### src/rtl/core/ldpc_cnu_pkg.sv
package ldpc_cnu_pkg;

  // Geometry of one check node
  localparam int MAX_DEGREE  = 16;
  localparam int INDEX_WIDTH = 10;
  localparam int LLR_W       = 8;
  localparam int MAG_W       = LLR_W - 1;
  localparam int ADDR_W      = (MAX_DEGREE > 1) ? $clog2(MAX_DEGREE) : 1;
  localparam int CNT_W       = $clog2(MAX_DEGREE + 1);
  localparam int LLR_LIMIT   = 127;

  typedef logic signed [LLR_W-1:0] llr_t;
  typedef logic [MAG_W-1:0]        mag_t;
  typedef logic [INDEX_WIDTH-1:0]  index_t;
  typedef logic [ADDR_W-1:0]       addr_t;
  typedef logic [CNT_W-1:0]        count_t;

  // Edge store control from the sequencer
  typedef struct packed {
    logic  wr_en;
    addr_t wr_addr;
    logic  rd_en;
    addr_t rd_addr;
  } store_ctl_t;

  // Magnitude of a value already limited to [-LLR_LIMIT, LLR_LIMIT]
  function automatic mag_t mag_of(input llr_t v);
    llr_t n;
    n = -v;
    return v[LLR_W-1] ? n[MAG_W-1:0] : v[MAG_W-1:0];
  endfunction

endpackage

### src/rtl/core/ldpc_cnu_satadd.sv
module ldpc_cnu_satadd (
  input  ldpc_cnu_pkg::llr_t a,
  input  ldpc_cnu_pkg::llr_t b,
  input  logic               sub,
  output ldpc_cnu_pkg::llr_t y
);
  import ldpc_cnu_pkg::*;

  localparam int SUM_W = LLR_W + 2;

  logic signed [SUM_W-1:0] a_ext;
  logic signed [SUM_W-1:0] b_ext;
  logic signed [SUM_W-1:0] sum;

  // Widen both operands, add or subtract
  assign a_ext = SUM_W'(a);
  assign b_ext = SUM_W'(b);
  assign sum   = sub ? (a_ext - b_ext) : (a_ext + b_ext);

  // Clamp to the symmetric LLR range
  always_comb begin
    if (sum > SUM_W'(LLR_LIMIT)) begin
      y = llr_t'(LLR_LIMIT);
    end else if (sum < -SUM_W'(LLR_LIMIT)) begin
      y = -llr_t'(LLR_LIMIT);
    end else begin
      y = sum[LLR_W-1:0];
    end
  end

endmodule

### src/rtl/core/ldpc_cnu_store.sv
module ldpc_cnu_store (
  input  logic                      clk,
  input  ldpc_cnu_pkg::store_ctl_t  ctl,
  input  ldpc_cnu_pkg::llr_t        wr_ext,
  input  ldpc_cnu_pkg::index_t      wr_index,
  output ldpc_cnu_pkg::llr_t        rd_ext,
  output ldpc_cnu_pkg::index_t      rd_index
);
  import ldpc_cnu_pkg::*;

  llr_t   ext_mem [MAX_DEGREE];
  index_t idx_mem [MAX_DEGREE];

  // Write one edge
  always_ff @(posedge clk) begin
    if (ctl.wr_en) begin
      ext_mem[ctl.wr_addr] <= wr_ext;
      idx_mem[ctl.wr_addr] <= wr_index;
    end
  end

  // Registered read
  always_ff @(posedge clk) begin
    if (ctl.rd_en) begin
      rd_ext   <= ext_mem[ctl.rd_addr];
      rd_index <= idx_mem[ctl.rd_addr];
    end
  end

endmodule

### src/rtl/core/ldpc_min_sum_check_node_unit.sv
// Each edge beat is captured, then its extrinsic is folded through the shared adder.
// After the beat marked last is folded, results follow one at a time: a store read,
// then message and sum through the same adder, then a load of the output register,
// which waits while the output stalls. Input is stalled from the last edge until the
// final result sits in the output register. rst (synchronous, active high) clears the
// sequencer, minima, parity, edge count and output valid; the edge store is not cleared.
module ldpc_min_sum_check_node_unit (
  input  logic                  clk,
  input  logic                  rst,
  input  logic                  in_valid,
  output logic                  in_stall,
  input  ldpc_cnu_pkg::index_t  vn_index,
  input  ldpc_cnu_pkg::llr_t    posterior,
  input  ldpc_cnu_pkg::llr_t    old_message,
  input  logic                  last_edge,
  output logic                  out_valid,
  input  logic                  out_stall,
  output ldpc_cnu_pkg::index_t  out_index,
  output ldpc_cnu_pkg::llr_t    new_message,
  output ldpc_cnu_pkg::llr_t    new_posterior,
  output logic                  last
);
  import ldpc_cnu_pkg::*;

  localparam logic [1:0] S_IDLE = 2'd0;
  localparam logic [1:0] S_FOLD = 2'd1;
  localparam logic [1:0] S_READ = 2'd2;
  localparam logic [1:0] S_CALC = 2'd3;

  logic [1:0] state;
  logic [1:0] state_next;

  index_t index_q;
  llr_t   post_q;
  llr_t   old_q;
  logic   last_q;

  mag_t   min_first;
  mag_t   min_second;
  logic   sign_parity;
  count_t edge_count;
  addr_t  emit_ptr;

  store_ctl_t store_ctl;
  llr_t       rd_ext;
  index_t     rd_index;

  llr_t add_a;
  llr_t add_b;
  logic add_sub;
  llr_t add_y;

  mag_t   ext_mag;
  mag_t   hi_mag;
  logic   has_room;
  mag_t   rd_mag;
  mag_t   msg_mag;
  llr_t   msg_pos;
  llr_t   msg;
  logic   out_free;
  logic   emit_last;

  assign in_stall = (state != S_IDLE);
  assign out_free = !out_valid || !out_stall;

  // Fold-side terms
  assign ext_mag  = mag_of(add_y);
  assign hi_mag   = (ext_mag > min_first) ? ext_mag : min_first;
  assign has_room = (edge_count < CNT_W'(MAX_DEGREE));

  // Emit-side message
  assign rd_mag    = mag_of(rd_ext);
  assign msg_mag   = (rd_mag == min_first) ? min_second : min_first;
  assign msg_pos   = llr_t'({1'b0, msg_mag});
  assign msg       = (sign_parity ^ rd_ext[LLR_W-1]) ? -msg_pos : msg_pos;
  assign emit_last = ((CNT_W'(emit_ptr) + CNT_W'(1)) == edge_count);

  // Share the adder between fold and emit
  always_comb begin
    if (state == S_FOLD) begin
      add_a   = post_q;
      add_b   = old_q;
      add_sub = 1'b1;
    end else begin
      add_a   = rd_ext;
      add_b   = msg;
      add_sub = 1'b0;
    end
  end

  ldpc_cnu_satadd u_satadd (
    .a   (add_a),
    .b   (add_b),
    .sub (add_sub),
    .y   (add_y)
  );

  // Store control
  always_comb begin
    store_ctl.wr_en   = (state == S_FOLD) && has_room;
    store_ctl.wr_addr = edge_count[ADDR_W-1:0];
    store_ctl.rd_en   = (state == S_READ);
    store_ctl.rd_addr = emit_ptr;
  end

  ldpc_cnu_store u_store (
    .clk      (clk),
    .ctl      (store_ctl),
    .wr_ext   (add_y),
    .wr_index (index_q),
    .rd_ext   (rd_ext),
    .rd_index (rd_index)
  );

  // Sequencer next state
  always_comb begin
    state_next = state;
    case (state)
      S_IDLE: if (in_valid) state_next = S_FOLD;
      S_FOLD: state_next = last_q ? S_READ : S_IDLE;
      S_READ: state_next = S_CALC;
      S_CALC: begin
        if (out_free) state_next = emit_last ? S_IDLE : S_READ;
      end
      default: state_next = S_IDLE;
    endcase
  end

  // Capture the accepted beat
  always_ff @(posedge clk) begin
    if (state == S_IDLE && in_valid) begin
      index_q <= vn_index;
      post_q  <= posterior;
      old_q   <= old_message;
      last_q  <= last_edge;
    end
  end

  // Control, minima and parity
  always_ff @(posedge clk) begin
    if (rst) begin
      state       <= S_IDLE;
      min_first   <= mag_t'(LLR_LIMIT);
      min_second  <= mag_t'(LLR_LIMIT);
      sign_parity <= 1'b0;
      edge_count  <= '0;
      emit_ptr    <= '0;
    end else begin
      state <= state_next;
      case (state)
        S_FOLD: begin
          // fold one edge; drop it once the store is full
          if (has_room) begin
            sign_parity <= sign_parity ^ add_y[LLR_W-1];
            min_second  <= (hi_mag < min_second) ? hi_mag : min_second;
            if (ext_mag < min_first) min_first <= ext_mag;
            edge_count  <= edge_count + CNT_W'(1);
          end
          emit_ptr <= '0;
        end
        S_CALC: begin
          if (out_free) begin
            if (emit_last) begin
              min_first   <= mag_t'(LLR_LIMIT);
              min_second  <= mag_t'(LLR_LIMIT);
              sign_parity <= 1'b0;
              edge_count  <= '0;
              emit_ptr    <= '0;
            end else begin
              emit_ptr <= emit_ptr + addr_t'(1);
            end
          end
        end
        default: ;
      endcase
    end
  end

  // Output register: load when free, drop valid when taken
  always_ff @(posedge clk) begin
    if (rst) begin
      out_valid <= 1'b0;
    end else if (state == S_CALC && out_free) begin
      out_valid <= 1'b1;
    end else if (!out_stall) begin
      out_valid <= 1'b0;
    end
  end

  always_ff @(posedge clk) begin
    if (state == S_CALC && out_free) begin
      out_index     <= rd_index;
      new_message   <= msg;
      new_posterior <= add_y;
      last          <= emit_last;
    end
  end

endmodule

### config.mk
export PLATFORM = sky130hd
export DESIGN_NAME = ldpc_min_sum_check_node_unit
export DESIGN_NICKNAME = d
export VERILOG_FILES = /design/src/rtl/core/ldpc_cnu_pkg.sv /design/src/rtl/core/ldpc_cnu_satadd.sv /design/src/rtl/core/ldpc_cnu_store.sv /design/src/rtl/core/ldpc_min_sum_check_node_unit.sv
export SDC_FILE = /design/constraint.sdc
export NUM_CORES = 1
export LEC_CHECK = 0
export BUFFER_PORTS_ARGS = -buffer_cell sky130_fd_sc_hd__buf_4
export CORE_ASPECT_RATIO = 1.5
export CORE_MARGIN = 2
export CORE_UTILIZATION = 36
export DETAILED_ROUTE_END_ITERATION = 10
export PLACE_DENSITY = 0.56
export SETUP_SLACK_MARGIN = 0.4
export SYNTH_ARGS = -nofsm -noshare
export SYNTH_HDL_FRONTEND = slang
export SYNTH_HIERARCHICAL = 1
export SYNTH_SLANG_ARGS = --single-unit
### constraint.sdc
create_clock -name clk -period 23.8 [get_ports clk]
set_input_delay 3.57 -clock clk [delete_from_list [all_inputs] [get_ports clk]]
set_output_delay 3.57 -clock clk [all_outputs]
set_load 0.005 [all_outputs]
Yosys cells after proc, flatten, opt, wreduce, memory -nomap -nowiden --
Memories as Yosys holds them, arrays and structs flattened. A register that Yosys moved wholly into a read port is not among the register bits. Index checks and enable logic that the tools add are counted.
Operators by class: add/sub/neg operators 8, $mul 0, divide/modulo/power cells 0, magnitude comparators 6, eq/ne operators 12, shift-type cells 0, mux-type cells 39, bitwise operators 2, reduce and logical (&&, ||, !) cells 14
Operators by type and width (count):
- $mux 7 | 10
- $mux 8 | 5
- $pmux 7 s2 | 2
- $mux 5 | 3
- $lt 7x7->1 | 2
- $neg 7->7 | 2
- $gt 10x8->1 const B | 1
- $lt 10x8->1 const B | 1
- $mux 10 | 1
- $pmux 5 s2 | 1
- $reduce_and 5->1 | 2
- $add 8x8->9 | 1
- $sub 8x8->9 | 1
- $mux 1 | 8
- $mux 2 | 4
- $mux 4 | 2
- $ne 2x2->1 const B | 4
- $neg 7->8 | 1
- $pmux 2 s4 | 1
- $pmux 4 s2 | 1
- $eq 7x7->1 | 1
- $gt 7x7->1 | 1
- $ne 2x1->1 const B | 3
- $add 4x1->5 const B | 1
- 15 further kinds | 22
Storage, ports and cells: register bits after elaboration 81, latch bits 0, bits in writable memories 288, memory bits (read-only) 0, logic and storage cells 98, memories 2
Memories:
- u_store.idx_mem | words 16, width 10, rd ports 1, clocked after Yosys merged registers in 1, wr ports 1, line ldpc_cnu_store.sv:12 | index_t idx_mem [MAX_DEGREE];
- u_store.ext_mem | words 16, width 8, rd ports 1, clocked after Yosys merged registers in 1, wr ports 1, line ldpc_cnu_store.sv:11 | llr_t ext_mem [MAX_DEGREE];

Depth between registers and ports, before layout --
Gate-level depths: netlist (run 1).
depth after elaboration 20, depth in mapped cells 41, depth with buffers taken out 39

Cells and area by module --
Netlist (run 1), hierarchy kept.
Modules (own cells, without submodules):
- ldpc_cnu_store | times used 1, cells an instance 482, area each 11503.5 um^2, sequential area each 9188.8 um^2
- ldpc_min_sum_check_node_unit | times used 1, cells an instance 401, area each 4325.4 um^2, sequential area each 2162.1 um^2
- ldpc_cnu_satadd | times used 1, cells an instance 90, area each 701.9 um^2, sequential area each 0.0 um^2

Least setup slack after synthesis (run 1) --
Ideal clock, no wire load.
path type register to register, start point reg u_store.rd_ext[0], read port of u_store.ext_mem, end point reg min_second[0], setup time 0.139 ns, arrival time 9.120 ns, required time 23.661 ns, setup slack 14.541 ns, stages on the path, launching flop included 41, buffers on the path 2, clock period less this slack 9.259 ns, path through edfxtp_1 > inv_1 > ha_1 > nor2b_1 > nand3_1 > a211o_1 > and4_4 > nor2_4 > buf_12 > mux2i_1 > ha_1 > clkbuf_1 > nor2_1 > or4_1 > nand4_1 > nor2_1 > a21oi_1 > xnor2_1 > (+5 left out) > inv_1 > a31oi_1 > inv_1 > ha_1 > nand2_1 > o31ai_1 > xnor2_1 > ha_1 > nand3_1 > a21o_1 > a21oi_1 > mux2_2 > ha_1 > a21o_1 > a21o_1 > a211oi_1 > a32oi_2 > mux2i_1
Between the ends: elaborated cells between the ends (all ways) 25, those cells by class add/sub (5); order compare (4); eq/ne (2); mux (13); reduce/logical (1)
RTL lines:
- start: declaration | line ldpc_cnu_store.sv:6 | output ldpc_cnu_pkg::llr_t rd_ext,
- $neg 7->7 | line ldpc_cnu_pkg.sv:29 | n = -v;
- $mux 7 (*) | line ldpc_cnu_pkg.sv:30 | return v[LLR_W-1] ? n[MAG_W-1:0] : v[MAG_W-1:0];
- $eq 7x7->1 (*) | line ldpc_min_sum_check_node_unit.sv:73 | assign msg_mag = (rd_mag == min_first) ? min_second : min_first;
- $mux 7 (*) | line ldpc_min_sum_check_node_unit.sv:73
- $neg 7->8 | line ldpc_min_sum_check_node_unit.sv:75 | assign msg = (sign_parity ^ rd_ext[LLR_W-1]) ? -msg_pos : msg_pos;
- $mux 8 (*) | line ldpc_min_sum_check_node_unit.sv:75
- $mux 8 (*) | line ldpc_min_sum_check_node_unit.sv:80 | if (state == S_FOLD) begin
- net add_b[2] | line ldpc_min_sum_check_node_unit.sv:49 | llr_t add_b;
- (+4 left out)
- $mux 8 (*) | line ldpc_cnu_satadd.sv:22 | if (sum > SUM_W'(LLR_LIMIT)) begin
- net add_y[7] | line ldpc_min_sum_check_node_unit.sv:51 | llr_t add_y;
- $mux 7 (*) | line ldpc_cnu_pkg.sv:30
- $gt 7x7->1 | line ldpc_min_sum_check_node_unit.sv:68 | assign hi_mag = (ext_mag > min_first) ? ext_mag : min_first;
- $mux 7 (*) | line ldpc_min_sum_check_node_unit.sv:68
- $lt 7x7->1 / $mux 7 (equally long branches) | line ldpc_min_sum_check_node_unit.sv:155 | min_second <= (hi_mag < min_second) ? hi_mag : min_second;
- $ne 2x1->1 (no line) / $mux 7 (equally long branches)
- $reduce_and 5->1 (no line) / $pmux 7 s2 (equally long branches)
- end signal: assignment | line ldpc_min_sum_check_node_unit.sv:144 | min_second <= mag_t'(LLR_LIMIT);
- end signal: assignment | line ldpc_min_sum_check_node_unit.sv:155
- end signal: assignment | line ldpc_min_sum_check_node_unit.sv:165 | min_second <= mag_t'(LLR_LIMIT);
- end: declaration | line ldpc_min_sum_check_node_unit.sv:39 | mag_t min_second;
Mark *: on every way through the listed nets, which the timed path passes. The rest lies on a longest branch. The select of a mux whose other input is x is not followed. A chain may end at the register's enable or synchronous reset.

Final worst setup path (run 1) --
start point reg u_store.rd_ext[0], read port of u_store.ext_mem, end point reg min_second[2]
Between the ends: elaborated cells between the ends (all ways) 25, those cells by class add/sub (5); order compare (4); eq/ne (2); mux (13); reduce/logical (1)
RTL lines:
- $neg 7->7 | line ldpc_cnu_pkg.sv:29
- $mux 7 (*) | line ldpc_cnu_pkg.sv:30
- $eq 7x7->1 (*) | line ldpc_min_sum_check_node_unit.sv:73
- $mux 7 (*) | line ldpc_min_sum_check_node_unit.sv:73
- $neg 7->8 | line ldpc_min_sum_check_node_unit.sv:75
- $mux 8 (*) | line ldpc_min_sum_check_node_unit.sv:75
- net msg[4] | line ldpc_min_sum_check_node_unit.sv:59 | llr_t msg;
- $mux 8 (*) | line ldpc_min_sum_check_node_unit.sv:80
- net add_b[4] | line ldpc_min_sum_check_node_unit.sv:49
- (+4 left out)
- $mux 8 (*) | line ldpc_cnu_satadd.sv:22
- net add_y[7] | line ldpc_min_sum_check_node_unit.sv:51
- $mux 7 (*) | line ldpc_cnu_pkg.sv:30
- $gt 7x7->1 | line ldpc_min_sum_check_node_unit.sv:68
- $mux 7 (*) | line ldpc_min_sum_check_node_unit.sv:68
- $lt 7x7->1 / $mux 7 (equally long branches) | line ldpc_min_sum_check_node_unit.sv:155
- $ne 2x1->1 (no line) / $mux 7 (equally long branches)
- $reduce_and 5->1 (no line) / $pmux 7 s2 (equally long branches)
Marks and branches as above.

==> results of run 1 <==
## synthesized netlist by cell type, types with 3 or more instances
master | instances | share of area [%]
sky130_fd_sc_hd__and3_1 | 4 | 0.15
sky130_fd_sc_hd__nand2_1 | 63 | 1.4
sky130_fd_sc_hd__mux4_1 | 22 | 3.5
sky130_fd_sc_hd__o21ai_0 | 8 | 0.24
sky130_fd_sc_hd__buf_6 | 5 | 0.34
sky130_fd_sc_hd__a21oi_1 | 19 | 0.58
sky130_fd_sc_hd__clkbuf_1 | 14 | 0.32
sky130_fd_sc_hd__nor2b_1 | 12 | 0.45
sky130_fd_sc_hd__a211oi_1 | 3 | 0.14
sky130_fd_sc_hd__mux2_2 | 11 | 0.75
sky130_fd_sc_hd__buf_4 | 6 | 0.27
sky130_fd_sc_hd__o2111ai_1 | 3 | 0.16
sky130_fd_sc_hd__dfxtp_1 | 27 | 3.3
sky130_fd_sc_hd__edfxtp_1 | 360 | 65
sky130_fd_sc_hd__inv_1 | 27 | 0.61
sky130_fd_sc_hd__nor3_1 | 11 | 0.33
sky130_fd_sc_hd__nand3_1 | 7 | 0.21
sky130_fd_sc_hd__o21bai_1 | 6 | 0.27
sky130_fd_sc_hd__a21o_1 | 10 | 0.45
sky130_fd_sc_hd__or2_2 | 3 | 0.11
sky130_fd_sc_hd__nor3b_1 | 6 | 0.27
sky130_fd_sc_hd__buf_2 | 6 | 0.18
sky130_fd_sc_hd__nor4_1 | 6 | 0.23
sky130_fd_sc_hd__mux2i_1 | 20 | 1.2
sky130_fd_sc_hd__xor2_2 | 3 | 0.30
sky130_fd_sc_hd__a31oi_1 | 6 | 0.23
sky130_fd_sc_hd__nor2_1 | 64 | 1.5
sky130_fd_sc_hd__xnor2_1 | 33 | 1.7
sky130_fd_sc_hd__a22oi_1 | 38 | 1.7
sky130_fd_sc_hd__ha_1 | 27 | 2.0
sky130_fd_sc_hd__buf_1 | 6 | 0.14
sky130_fd_sc_hd__nand4_1 | 9 | 0.34
sky130_fd_sc_hd__mux4_2 | 50 | 6.8
sky130_fd_sc_hd__nand3b_1 | 4 | 0.18
sky130_fd_sc_hd__xor2_1 | 11 | 0.58
sky130_fd_sc_hd__a21oi_2 | 3 | 0.16
sky130_fd_sc_hd__o31ai_1 | 4 | 0.18
sky130_fd_sc_hd__a41oi_1 | 3 | 0.16
sky130_fd_sc_hd__nand2b_1 | 6 | 0.23
sky130_fd_sc_hd__and3b_1 | 5 | 0.26
## cell families after synthesis
kind of cell / Yosys count / share of synthesized area (%)
xor+xnor: 47 / 2.63
compound gates: 125 / 5.62
flops: 387 / 68.7
simple gates: 214 / 6.49
buf+inv: 67 / 2.04
fa+ha+maj: 30 / 2.29
mux: 103 / 12.3
## stage by stage
stage	util, %	power, mW	cells	instance area (sq um)
after floorplan	-	1.52	973	16500
after global placement	39.0	1.77	1602	17800
after detailed placement	39.0	1.79	1602	17800
after CTS	41.8	2.40	1671	19000
after global routing	41.8	2.50	1671	19000
final	41.8	2.37	1671	19000
## flip-flops by register name, summed over array words and instances, names as in the netlist, 5 cells and up
signal / cells
u_store/idx_mem: 160
u_store/ext_mem: 128
index_q: 10
out_index: 10
u_store/rd_index: 10
new_message: 8
new_posterior: 8
old_q: 8
post_q: 8
u_store/rd_ext: 8
min_first: 7
min_second: 7
edge_count: 5
## power by group through the flow
| stage | registers, mW | logic (mW) | clock network, mW |
|---|---|---|---|
| 5_1_grt | 0.965 | 0.891 | 0.649 |
| 6_report | 0.963 | 0.803 | 0.608 |
| 3_5_place_dp | 0.977 | 0.810 | 0 |
| 2_1_floorplan | 0.962 | 0.554 | 0 |
| 3_3_place_gp | 0.976 | 0.796 | 0 |
| 4_1_cts | 0.963 | 0.814 | 0.623 |
## worst paths after layout
path / startpoint / depth (start not counted) / slack (ps) / endpoint
worst max register to register: u_store/rd_ext[0]$_DFFE_PP_ / 38 / 13530 / min_second[2]$_SDFFE_PP1P_
worst min register to register: u_store/rd_index[5]$_DFFE_PP_ / 0 / 420 / out_index[5]$_DFFE_PP_
worst max-delay path: u_store/rd_ext[0]$_DFFE_PP_ / 38 / 13530 / min_second[2]$_SDFFE_PP1P_
worst min-delay path: u_store/rd_index[5]$_DFFE_PP_ / 0 / 420 / out_index[5]$_DFFE_PP_
## routing by layer
metal	vias up	GRT usage (%)	wire length, microns
met2	215	32.3	22000
li1	4032	-	-
met5	-	0	0
met4	0	6.59	1350
met3	67	2.22	1510
met1	4675	18.5	14300
## final cells by class
cell class / instances / share of cell area [%]
flip-flops and latches: 387 / 59.7
multi-input cells: 519 / 26.1
clock buffers: 49 / 5.44
well taps: 588 / 3.87
repair buffers: 80 / 3.16
clock inverters: 20 / 1.15
inverters: 28 / 0.552
==> out/results.md, run 1 <==
| Result | Value |
|---|---|
| DR vias | 8,989 |
| Worst setup slack before clock tree synthesis | 13,640 ps |
| Post-CTS Hold Fix Bufs | 0 |
| Cell variety after synth | 76 |
| Kind of start point of the critical path | register |
| Share of total power in the clock network | 25.6% |
| Cell with the largest stage delay on the worst path | sky130_fd_sc_hd__inv_1 |
| Bufs on Longest Clock Path | 3 |
| Remaining max-slew budget at the tightest pin | 18.8% |
| Final nets | 1,114 |
| Setup repair bufs after CTS | 0 |
| Synthesized netlist net count | 1,032 |
| Worst-skew pair later-pin latency | 540 ps |
| Crit-path max FO | 26 |
| Fraction of final layout cells with drive strength greater than 1 | 22.3% |
| Multi-input gate area in the final layout | 4970 sq um |
| Sequential Power Share | 40.6% |
| Data required time of the critical path | 24,260 ps |
| Worst stage delay on the critical path | 580 ps |
| Die outline area | 47,700 sq um |
| Portion of total power attributed to combinational logic | 33.8% |
| Sequential cell area | 11,400 sq um |
| Worst hold margin | 418 ps |
| Largest net degree at the start of global routing | 55 |
| Antenna diode count | 0 |
| Worst path setup slack after routing | 13,530 ps |
| Cell count after synthesis | 973 |
| Worst hold path class | reg2reg |
| Share of the clock period used by the worst path | 43.2% |
| Number of global-route vias before repair | 9,380 |
| Final Hold Fails | 0 |
| Pwr dens | 125 nW/um^2 |
| Antenna violations before repair | 0 |
| Clk root buf | sky130_fd_sc_hd__clkbuf_16 |
| P_int | 1.57 mW |
| Number of filler instances in the final layout | 4,068 |
| Drt first pass iters | 6 |
| Count of port buffers added during placement | 59 |
| Final wirelength | 39.2 mm |
| Iteration-0 DRC count of the detailed router | 505 |
| Post-DRT Antenna Nets | 0 |
| Ys async rst share | 0% |
| Commonest cells after routing, fill and taps aside | 360 x sky130_fd_sc_hd__edfxtp_1, 80 x sky130_fd_sc_hd__buf_4, 63 x sky130_fd_sc_hd__nand2_1 |
| Total number of yosys warnings | 6 |
| WP buf/inv | 3 |
| Endpoint class of the critical path | register |
| Flops & latches, synth | 387 |
| Remaining routing DRC violations | 0 |
| Max IR drop VDD | 0.0000996 V |
| Global-route congestion overflow total | 0 |
| Fmax | 97.3 MHz |
| Critical Path Most Common Cell | sky130_fd_sc_hd__ha_1 |
| Global router's overall resource usage | 16.9% |
| Unrepaired setup endpoints after global routing | false |
| Setup TNS | 0 ps |
| Number of enable-type register cells in the synthesized netlist | 360 |
| Crit path DAT | 10,730 ps |
| Switching share of power | 33.9% |
| Register area share after synthesis | 68.7% |
| Run status | complete, no violations |
| Most common cell after layout, fill and taps aside | sky130_fd_sc_hd__edfxtp_1 |
| Max-cap violations | 0 |
| Synthesis-to-layout area growth | 15.1% |
| Average cell area after synthesis | 17.0 sq um |
| Clock tree from TritonCTS | built |
| Number of primary I/O pins | 60 |
| First-pass GRT wire length | 58.5 mm |
| Htree depth | 2 |
| Routed via count divided by cell count | 5.38 |
| Placed wire-length estimate | 23.5 mm |
| Post-route clock skew | 12.9 ps |
| Setup-violating endpoint count in the final report | 0 |
| P_leak | 6.40 nW |
| Measured slew at the worst slew-check pin | 1210 ps |
| Routed wire per std cell | 23.4 microns |
| Clk pin slew, worst setup/hold paths | 60 ps |
| Die span in x | 179 microns |
| Gate family responsible for the most delay along the worst path | compound AO/OA/AOI/OAI gates |
| Core Box Area | 45,500 sq um |
| Crit Path Category | reg2reg |
| Most instantiated flip-flop cell in the synthesis netlist | sky130_fd_sc_hd__edfxtp_1 |
| Gp weighted congestion | 0.837 |
| Clock period minus final worst setup slack | 10,270 ps |
| Clock sinks | 387 |
| Floorplan die height | 266 microns |
| Starting Density | 36.3% |
| Final max-slew violation count | 0 |
| Number of buffers created by CTS | 39 |
| Switch Pwr | 0.804 mW |
| Area of the mapped netlist | 16,500 sq um |
| Number of placement rows | 96 |
| Post-cts resize count | 0 |
(Power assumes the default switching activity.)
==> run 2: changes to the inputs <==
--- a/config.mk
+++ b/config.mk
@@ -10,7 +10,7 @@
 export CORE_MARGIN = 2
 export CORE_UTILIZATION = 36
 export DETAILED_ROUTE_END_ITERATION = 10
-export PLACE_DENSITY = 0.56
+export PLACE_DENSITY = 0.58
 export SETUP_SLACK_MARGIN = 0.4
 export SYNTH_ARGS = -nofsm -noshare
 export SYNTH_HDL_FRONTEND = slang
==> constraint.sdc (replaced) <==
create_clock -name clk -period 9 [get_ports clk]
set_input_delay 1.35 -clock clk [delete_from_list [all_inputs] [get_ports clk]]
set_output_delay 1.35 -clock clk [all_outputs]
set_load 0.005 [all_outputs]
==> run 2 against run 1 <==
  * First-iteration DRC count grew 18%
  * Critical endpoint is now min_second[4]$_SDFFE_PP1P_
  * Clock power grew 140%
  * Sequential share of layout area shrank 2.1 points
  * Wire length is essentially flat
==> out/results.md, run 2 (synthesis results as in run 1) <==
| Result | Value |
|---|---|
| DR vias | 9,110 |
| Number of primary I/O pins | 60 |
| P_leak | 6.67 nW |
| Clk pin slew, worst setup/hold paths | 70 ps |
| Fraction of final layout cells with drive strength greater than 1 | 30.5% |
| Registers with the highest flip-flop counts | u_store/idx_mem: 160 flops, u_store/ext_mem: 128 flops |
| Htree depth | 2 |
| Most common cell after layout, fill and taps aside | sky130_fd_sc_hd__edfxtp_1 |
| Final nets | 1,154 |
| Kind of start point of the critical path | register |
| Max IR drop VDD | 0.000335 V |
| Core Box Area | 45,500 sq um |
| Flop-to-flop setup slack | 680 ps |
| Worst-skew pair later-pin latency | 540 ps |
| Final Hold Fails | 0 |
| Die span in x | 179 microns |
| Cell with the largest stage delay on the worst path | sky130_fd_sc_hd__edfxtp_1 |
| Final max-slew violation count | 0 |
| Data required time of the critical path | 9460 ps |
| Bufs on Longest Clock Path | 3 |
| Worst hold path class | reg2reg |
| Post-route clock skew | 12.5 ps |
| Final cell count without fillers | 1,708 |
| Crit Path Category | reg2reg |
| Endpoint class of the critical path | register |
| First-pass GRT wire length | 58.0 mm |
| Global router's overall resource usage | 16.5% |
| Pwr dens | 364 nW/um^2 |
| Measured slew at the worst slew-check pin | 1100 ps |
| Unrepaired setup endpoints after global routing | false |
| Wire length on met3 | 1.48 mm |
| Antenna violations before repair | 0 |
| Highest metal used | met4 |
| Number of global-route vias before repair | 9,459 |
| Clk root buf | sky130_fd_sc_hd__clkbuf_16 |
| Setup TNS | 0 ps |
| Run status | complete, no violations |
| Synthesis-to-layout area growth | 19.3% |
| Iteration-0 DRC count of the detailed router | 595 |
| Antenna diode count | 0 |
| Max-cap violations | 0 |
| Gp weighted congestion | 0.816 |
| Commonest cells after routing, fill and taps aside | 360 x sky130_fd_sc_hd__edfxtp_1, 118 x sky130_fd_sc_hd__buf_4, 60 x sky130_fd_sc_hd__nand2_1 |
| Remaining max-slew budget at the tightest pin | 26.5% |
| Drt first pass iters | 5 |
| Clock sinks | 387 |
| Die outline area | 47,700 sq um |
| Number of filler instances in the final layout | 3,986 |
| Setup-violating endpoint count in the final report | 0 |
| Met2 layer wire length in the routed design | 21.1 mm |
| Routed wire per std cell | 22.9 microns |
| Number of buffers created by CTS | 38 |
| Max FFs per register | 160 |
| Global-route congestion overflow total | 0 |
| Count of port buffers added during placement | 59 |
| Number of placement rows | 96 |
| Routed via count divided by cell count | 5.33 |
| Number of instances in the placed design | 1,620 |
| Clock tree from TritonCTS | built |
| Largest net degree at the start of global routing | 58 |
| Worst stage delay on the critical path | 430 ps |
| Critical Path Most Common Cell | sky130_fd_sc_hd__ha_4 |
| Post-CTS Hold Fix Bufs | 0 |
| Share of the clock period used by the worst path | 92.5% |
| Crit-path max FO | 8 |
| Crit path DAT | 8780 ps |
| Final wirelength | 39.2 mm |
| Starting Density | 36.3% |
| Fmax | 120 MHz |
| Remaining routing DRC violations | 0 |
| Register with the most flip-flops | u_store/idx_mem |
| Floorplan die height | 266 microns |
| Detailed-route wire length on metal 1 | 14.9 mm |
| Clock period minus final worst setup slack | 8320 ps |
| Placed wire-length estimate | 23.2 mm |
| Post-DRT Antenna Nets | 0 |
-- run 2: path summary, 6_finish.rpt --
kind                                                     from                    endpoint  cells after the start
worst min register to register  u_store/rd_index[7]$_DFFE_PP_      out_index[7]$_DFFE_PP_                      0
worst min-delay path            u_store/rd_index[7]$_DFFE_PP_      out_index[7]$_DFFE_PP_                      0
worst max-delay path              u_store/rd_ext[1]$_DFFE_PP_  min_second[4]$_SDFFE_PP1P_                     40
worst max register to register    u_store/rd_ext[1]$_DFFE_PP_  min_second[4]$_SDFFE_PP1P_                     40
-- run 2: report_power, final --
| group | switching, mW | internal, mW | leakage (nW) |
|---|---|---|---|
| logic | 1.78 | 1.39 | 2.64 |
| registers | 0.0708 | 2.46 | 3.47 |
| clock network | 0.667 | 0.799 | 0.556 |
-- run 2: critical path: cells and delay by family (launching register included) --
| family | cells | cell delay [ps] |
|---|---|---|
| muxes | 3 | 820 |
| adders and majority gates | 6 | 1730 |
| buffers and inverters | 5 | 750 |
| AOI/OAI and AO/OA | 7 | 1700 |
| and+or+nand+nor | 16 | 2340 |
| DFF | 1 | 430 |
| xor gates and xnor gates | 3 | 460 |
-- run 2: layout make-up --
class / count / area [sq um] / area share, %
Inverter: 28 / 109 / 0.552
Multi-Input combinational cell: 519 / 5460 / 27.7
Sequential cell: 387 / 11400 / 57.6
Clock buffer: 44 / 995 / 5.04
Clock inverter: 21 / 139 / 0.704
Timing Repair Buffer: 121 / 928 / 4.71
Tap cell: 588 / 736 / 3.73
-- run 2: per-stage QoR --
step	total power, mW	hold WS, ps	setup WS (ps)	instance area [sq um]	util, %
2_1_floorplan	4.05	400	407	16600	-
3_3_place_gp	4.76	403	231	17900	39.3
3_5_place_dp	4.81	406	0.225	17900	39.3
4_1_cts	6.42	419	411	19200	42.1
5_1_grt	7.53	420	278	19700	43.3
6_report	7.17	416	677	19700	43.3
-- run 2: timing repair --
action | 4_1_cts | 5_1_grt
resized for setup | 13 | 78
pin swaps | 4 | 40
setup buffers | 4 | 19
endpoints found under the setup margin | 7 | 7
hold endpoints to repair | 0 | 0
-- run 2: routing by layer --
metal  global-route usage (%)  vias to the layer above
met5                        0                        -
met4                     6.42                        0
met3                     2.21                      107
met2                     30.5                      226
met1                     19.0                     4677
li1                         -                     4100
==> run 3: changes to the inputs <==
--- a/config.mk
+++ b/config.mk
@@ -6,7 +6,6 @@
 export NUM_CORES = 1
 export LEC_CHECK = 0
 export BUFFER_PORTS_ARGS = -buffer_cell sky130_fd_sc_hd__buf_4
-export CORE_ASPECT_RATIO = 1.5
 export CORE_MARGIN = 2
 export CORE_UTILIZATION = 36
 export DETAILED_ROUTE_END_ITERATION = 10
==> run 3 against run 2 <==
  * Hold slack hardly changed
  * Via count hardly changed
  * Fmax fell by 0.69%
  * Power up 1.4%
  * Clock-buffer cell count up 2
  * Critical path depth decreased by 1
  * Critical path type unchanged
  * Sequential power hardly changed
  * Flip-flop and latch count unchanged
  * Sequential share of layout area decreased by 0.89 points
==> out/results.md, run 3 (synthesis results as in run 1) <==
| Result | Value |
|---|---|
| Clk pin slew, worst setup/hold paths | 60 ps |
| Final nets | 1,158 |
| P_int | 4.81 mW |
| Die span in x | 218 microns |
| Cell with the largest stage delay on the worst path | sky130_fd_sc_hd__edfxtp_1 |
| Registers with the highest flip-flop counts | u_store/idx_mem: 160 flops, u_store/ext_mem: 128 flops |
| DR vias | 9,115 |
| Htree depth | 2 |
| Max IR drop VDD | 0.000288 V |
| Startpoint of the most critical setup path | u_store/rd_ext[1]$_DFFE_PP_ |
| Worst stage delay on the critical path | 430 ps |
| Kind of start point of the critical path | register |
| Worst setup slack before clock tree synthesis | -193 ps |
| Crit-path max FO | 8 |
| Final wirelength | 38.6 mm |
| Share of total power in the clock network | 24.1% |
| Number of placement rows | 78 |
| Drt first pass iters | 5 |
| Remaining max-slew budget at the tightest pin | 13.2% |
| Max-cap violations | 0 |
| Portion of total power attributed to combinational logic | 41.0% |
| Data required time of the critical path | 9470 ps |
| Share of the clock period used by the worst path | 93.1% |
| Fraction of final layout cells with drive strength greater than 1 | 31.7% |
| Gp weighted congestion | 0.819 |
| Switch Pwr | 2.46 mW |
| Number of buffers created by CTS | 41 |
| Worst hold path class | reg2reg |
| Largest net degree at the start of global routing | 48 |
| Antenna diode count | 0 |
| Reg2reg path depth | 39 |
| Unrepaired setup endpoints after global routing | true |
| Placed wire-length estimate | 22.2 mm |
| Die outline area | 47,600 sq um |
| Clock sinks | 387 |
| Global router's overall resource usage | 16.2% |
| P_leak | 6.77 nW |
| Number of primary I/O pins | 60 |
| Clock tree from TritonCTS | built |
| Final max-slew violation count | 0 |
| Count of port buffers added during placement | 59 |
| Max FFs per register | 160 |
| Setup TNS | 0 ps |
| Floorplan die height | 218 microns |
| Sequential Power Share | 34.9% |
| Clk root buf | sky130_fd_sc_hd__clkbuf_16 |
| Worst Min Path Start | u_store/rd_index[2]$_DFFE_PP_ |
| Commonest cells after routing, fill and taps aside | 360 x sky130_fd_sc_hd__edfxtp_1, 115 x sky130_fd_sc_hd__buf_4, 61 x sky130_fd_sc_hd__nand2_1 |
| Run status | complete, no violations |
| Final Hold Fails | 0 |
| Core Box Area | 45,400 sq um |
| Post-DRT Antenna Nets | 0 |
| Setup-violating endpoint count in the final report | 0 |
| Bufs on Longest Clock Path | 3 |
| Synthesis-to-layout area growth | 21.2% |
| Register with the most flip-flops | u_store/idx_mem |
| Worst reg2reg startpoint | u_store/rd_ext[1]$_DFFE_PP_ |
| Fmax | 119 MHz |
| Pwr dens | 363 nW/um^2 |
| First-pass GRT wire length | 57.4 mm |
| Clock period minus final worst setup slack | 8380 ps |
| Worst flop-to-flop path endpoint | min_second[2]$_SDFFE_PP1P_ |
| Post-route clock skew | 23.3 ps |
| Flop-to-flop setup slack | 620 ps |
| Iteration-0 DRC count of the detailed router | 648 |
| Routed wire per std cell | 22.3 microns |
| Crit Path Category | reg2reg |
| Most common cell after layout, fill and taps aside | sky130_fd_sc_hd__edfxtp_1 |
| Starting Density | 36.4% |
| Number of cells on the worst hold path | 0 |
| Global-route congestion overflow total | 0 |
| Endpoint class of the critical path | register |
| Antenna violations before repair | 0 |
| Number of global-route vias before repair | 9,152 |
| Measured slew at the worst slew-check pin | 1290 ps |
| Remaining routing DRC violations | 0 |
| Crit path DAT | 8850 ps |
| WHS Endpoint | out_index[2]$_DFFE_PP_ |
| Switching share of power | 33.9% |
| Worst path setup slack after routing | 620 ps |
| Worst-skew pair later-pin latency | 550 ps |
| Routed via count divided by cell count | 5.27 |
| Number of filler instances in the final layout | 3,984 |
run 3: changes by cell type in the layout (fill, tap and decap cells not counted), moves of 3 or more:
| cell | previous run | this run |
|---|---|---|
| sky130_fd_sc_hd__bufinv_16 | 0 | 7 |
| sky130_fd_sc_hd__clkinv_2 | 4 | 10 |
| sky130_fd_sc_hd__clkinv_1 | 11 | 7 |
| sky130_fd_sc_hd__buf_4 | 118 | 115 |
| sky130_fd_sc_hd__buf_6 | 2 | 5 |
| sky130_fd_sc_hd__clkinv_4 | 3 | 0 |
| sky130_fd_sc_hd__nor2_2 | 9 | 6 |
| sky130_fd_sc_hd__nor4_1 | 5 | 2 |
| sky130_fd_sc_hd__nor4_4 | 1 | 4 |
run 3: metal layers:
layer / vias up / track usage, % / share of wire [%]
li1: 4124 / - / -
met1: 4721 / 22.2 / 45
met2: 212 / 27.0 / 49
met3: 58 / 2.42 / 4.0
met4: 0 / 4.01 / 1.9
met5: - / 0 / 0
run 3: per-stage QoR:
step                power (mW)  hold slack, ps  util (%)  instance area [sq um]  std cells
global placement          4.73             406      39.5                  17900       1628
detailed placement        4.78             405      39.5                  17900       1628
finish                    7.27             416      44.1                  20000       1731
global route              7.66             426      44.1                  20000       1731
floorplan                 4.05             400         -                  16600        973
CTS                       6.73             419      42.9                  19500       1710
run 3: cell type report:
class / count / area, sq um / area share (%)
Clock buffer: 46 / 1040 / 5.22
Tap cell: 600 / 751 / 3.75
Sequential cell: 387 / 11400 / 56.7
Clock inverter: 29 / 372 / 1.86
Timing Repair Buffer: 122 / 955 / 4.77
Multi-Input combinational cell: 519 / 5440 / 27.2
Inverter: 28 / 109 / 0.544
run 3: critical path, delay by kind of cell (launching register included):
family / cells / cell delay, ps
fa+ha+maj: 5 / 1360
buf+inv: 4 / 560
mux: 3 / 810
simple gates: 13 / 2180
compound gates: 12 / 2670
xor+xnor: 2 / 260
flops: 1 / 430
run 3: how the worst max path moves through the flow:
stage | endpoint | depth (start not counted)
global placement | min_second[3]$_SDFFE_PP1P_ | 38
floorplan | min_second[0]$_SDFFE_PP1P_ | 41
CTS | min_second[2]$_SDFFE_PP1P_ | 37
detailed placement | min_second[2]$_SDFFE_PP1P_ | 38
finish | min_second[2]$_SDFFE_PP1P_ | 39
global route | min_second[2]$_SDFFE_PP1P_ | 40
run 3: power groups by stage:
| stage | Sequential (mW) | Clock [mW] | Combinational [mW] |
|---|---|---|---|
| after floorplan | 2.54 | 0 | 1.51 |
| after global placement | 2.57 | 0 | 2.16 |
| after detailed placement | 2.57 | 0 | 2.21 |
| after CTS | 2.53 | 1.79 | 2.41 |
| after global routing | 2.55 | 1.87 | 3.25 |
| final | 2.54 | 1.75 | 2.98 |
run 3: timing repair:
action / 4_1_cts / 5_1_grt
gates resized for setup: 13 / 80
setup endpoints to repair: 7 / 7
buffers inserted: 7 / 21
pin swaps: 6 / 42
hold buffers: 0 / 0
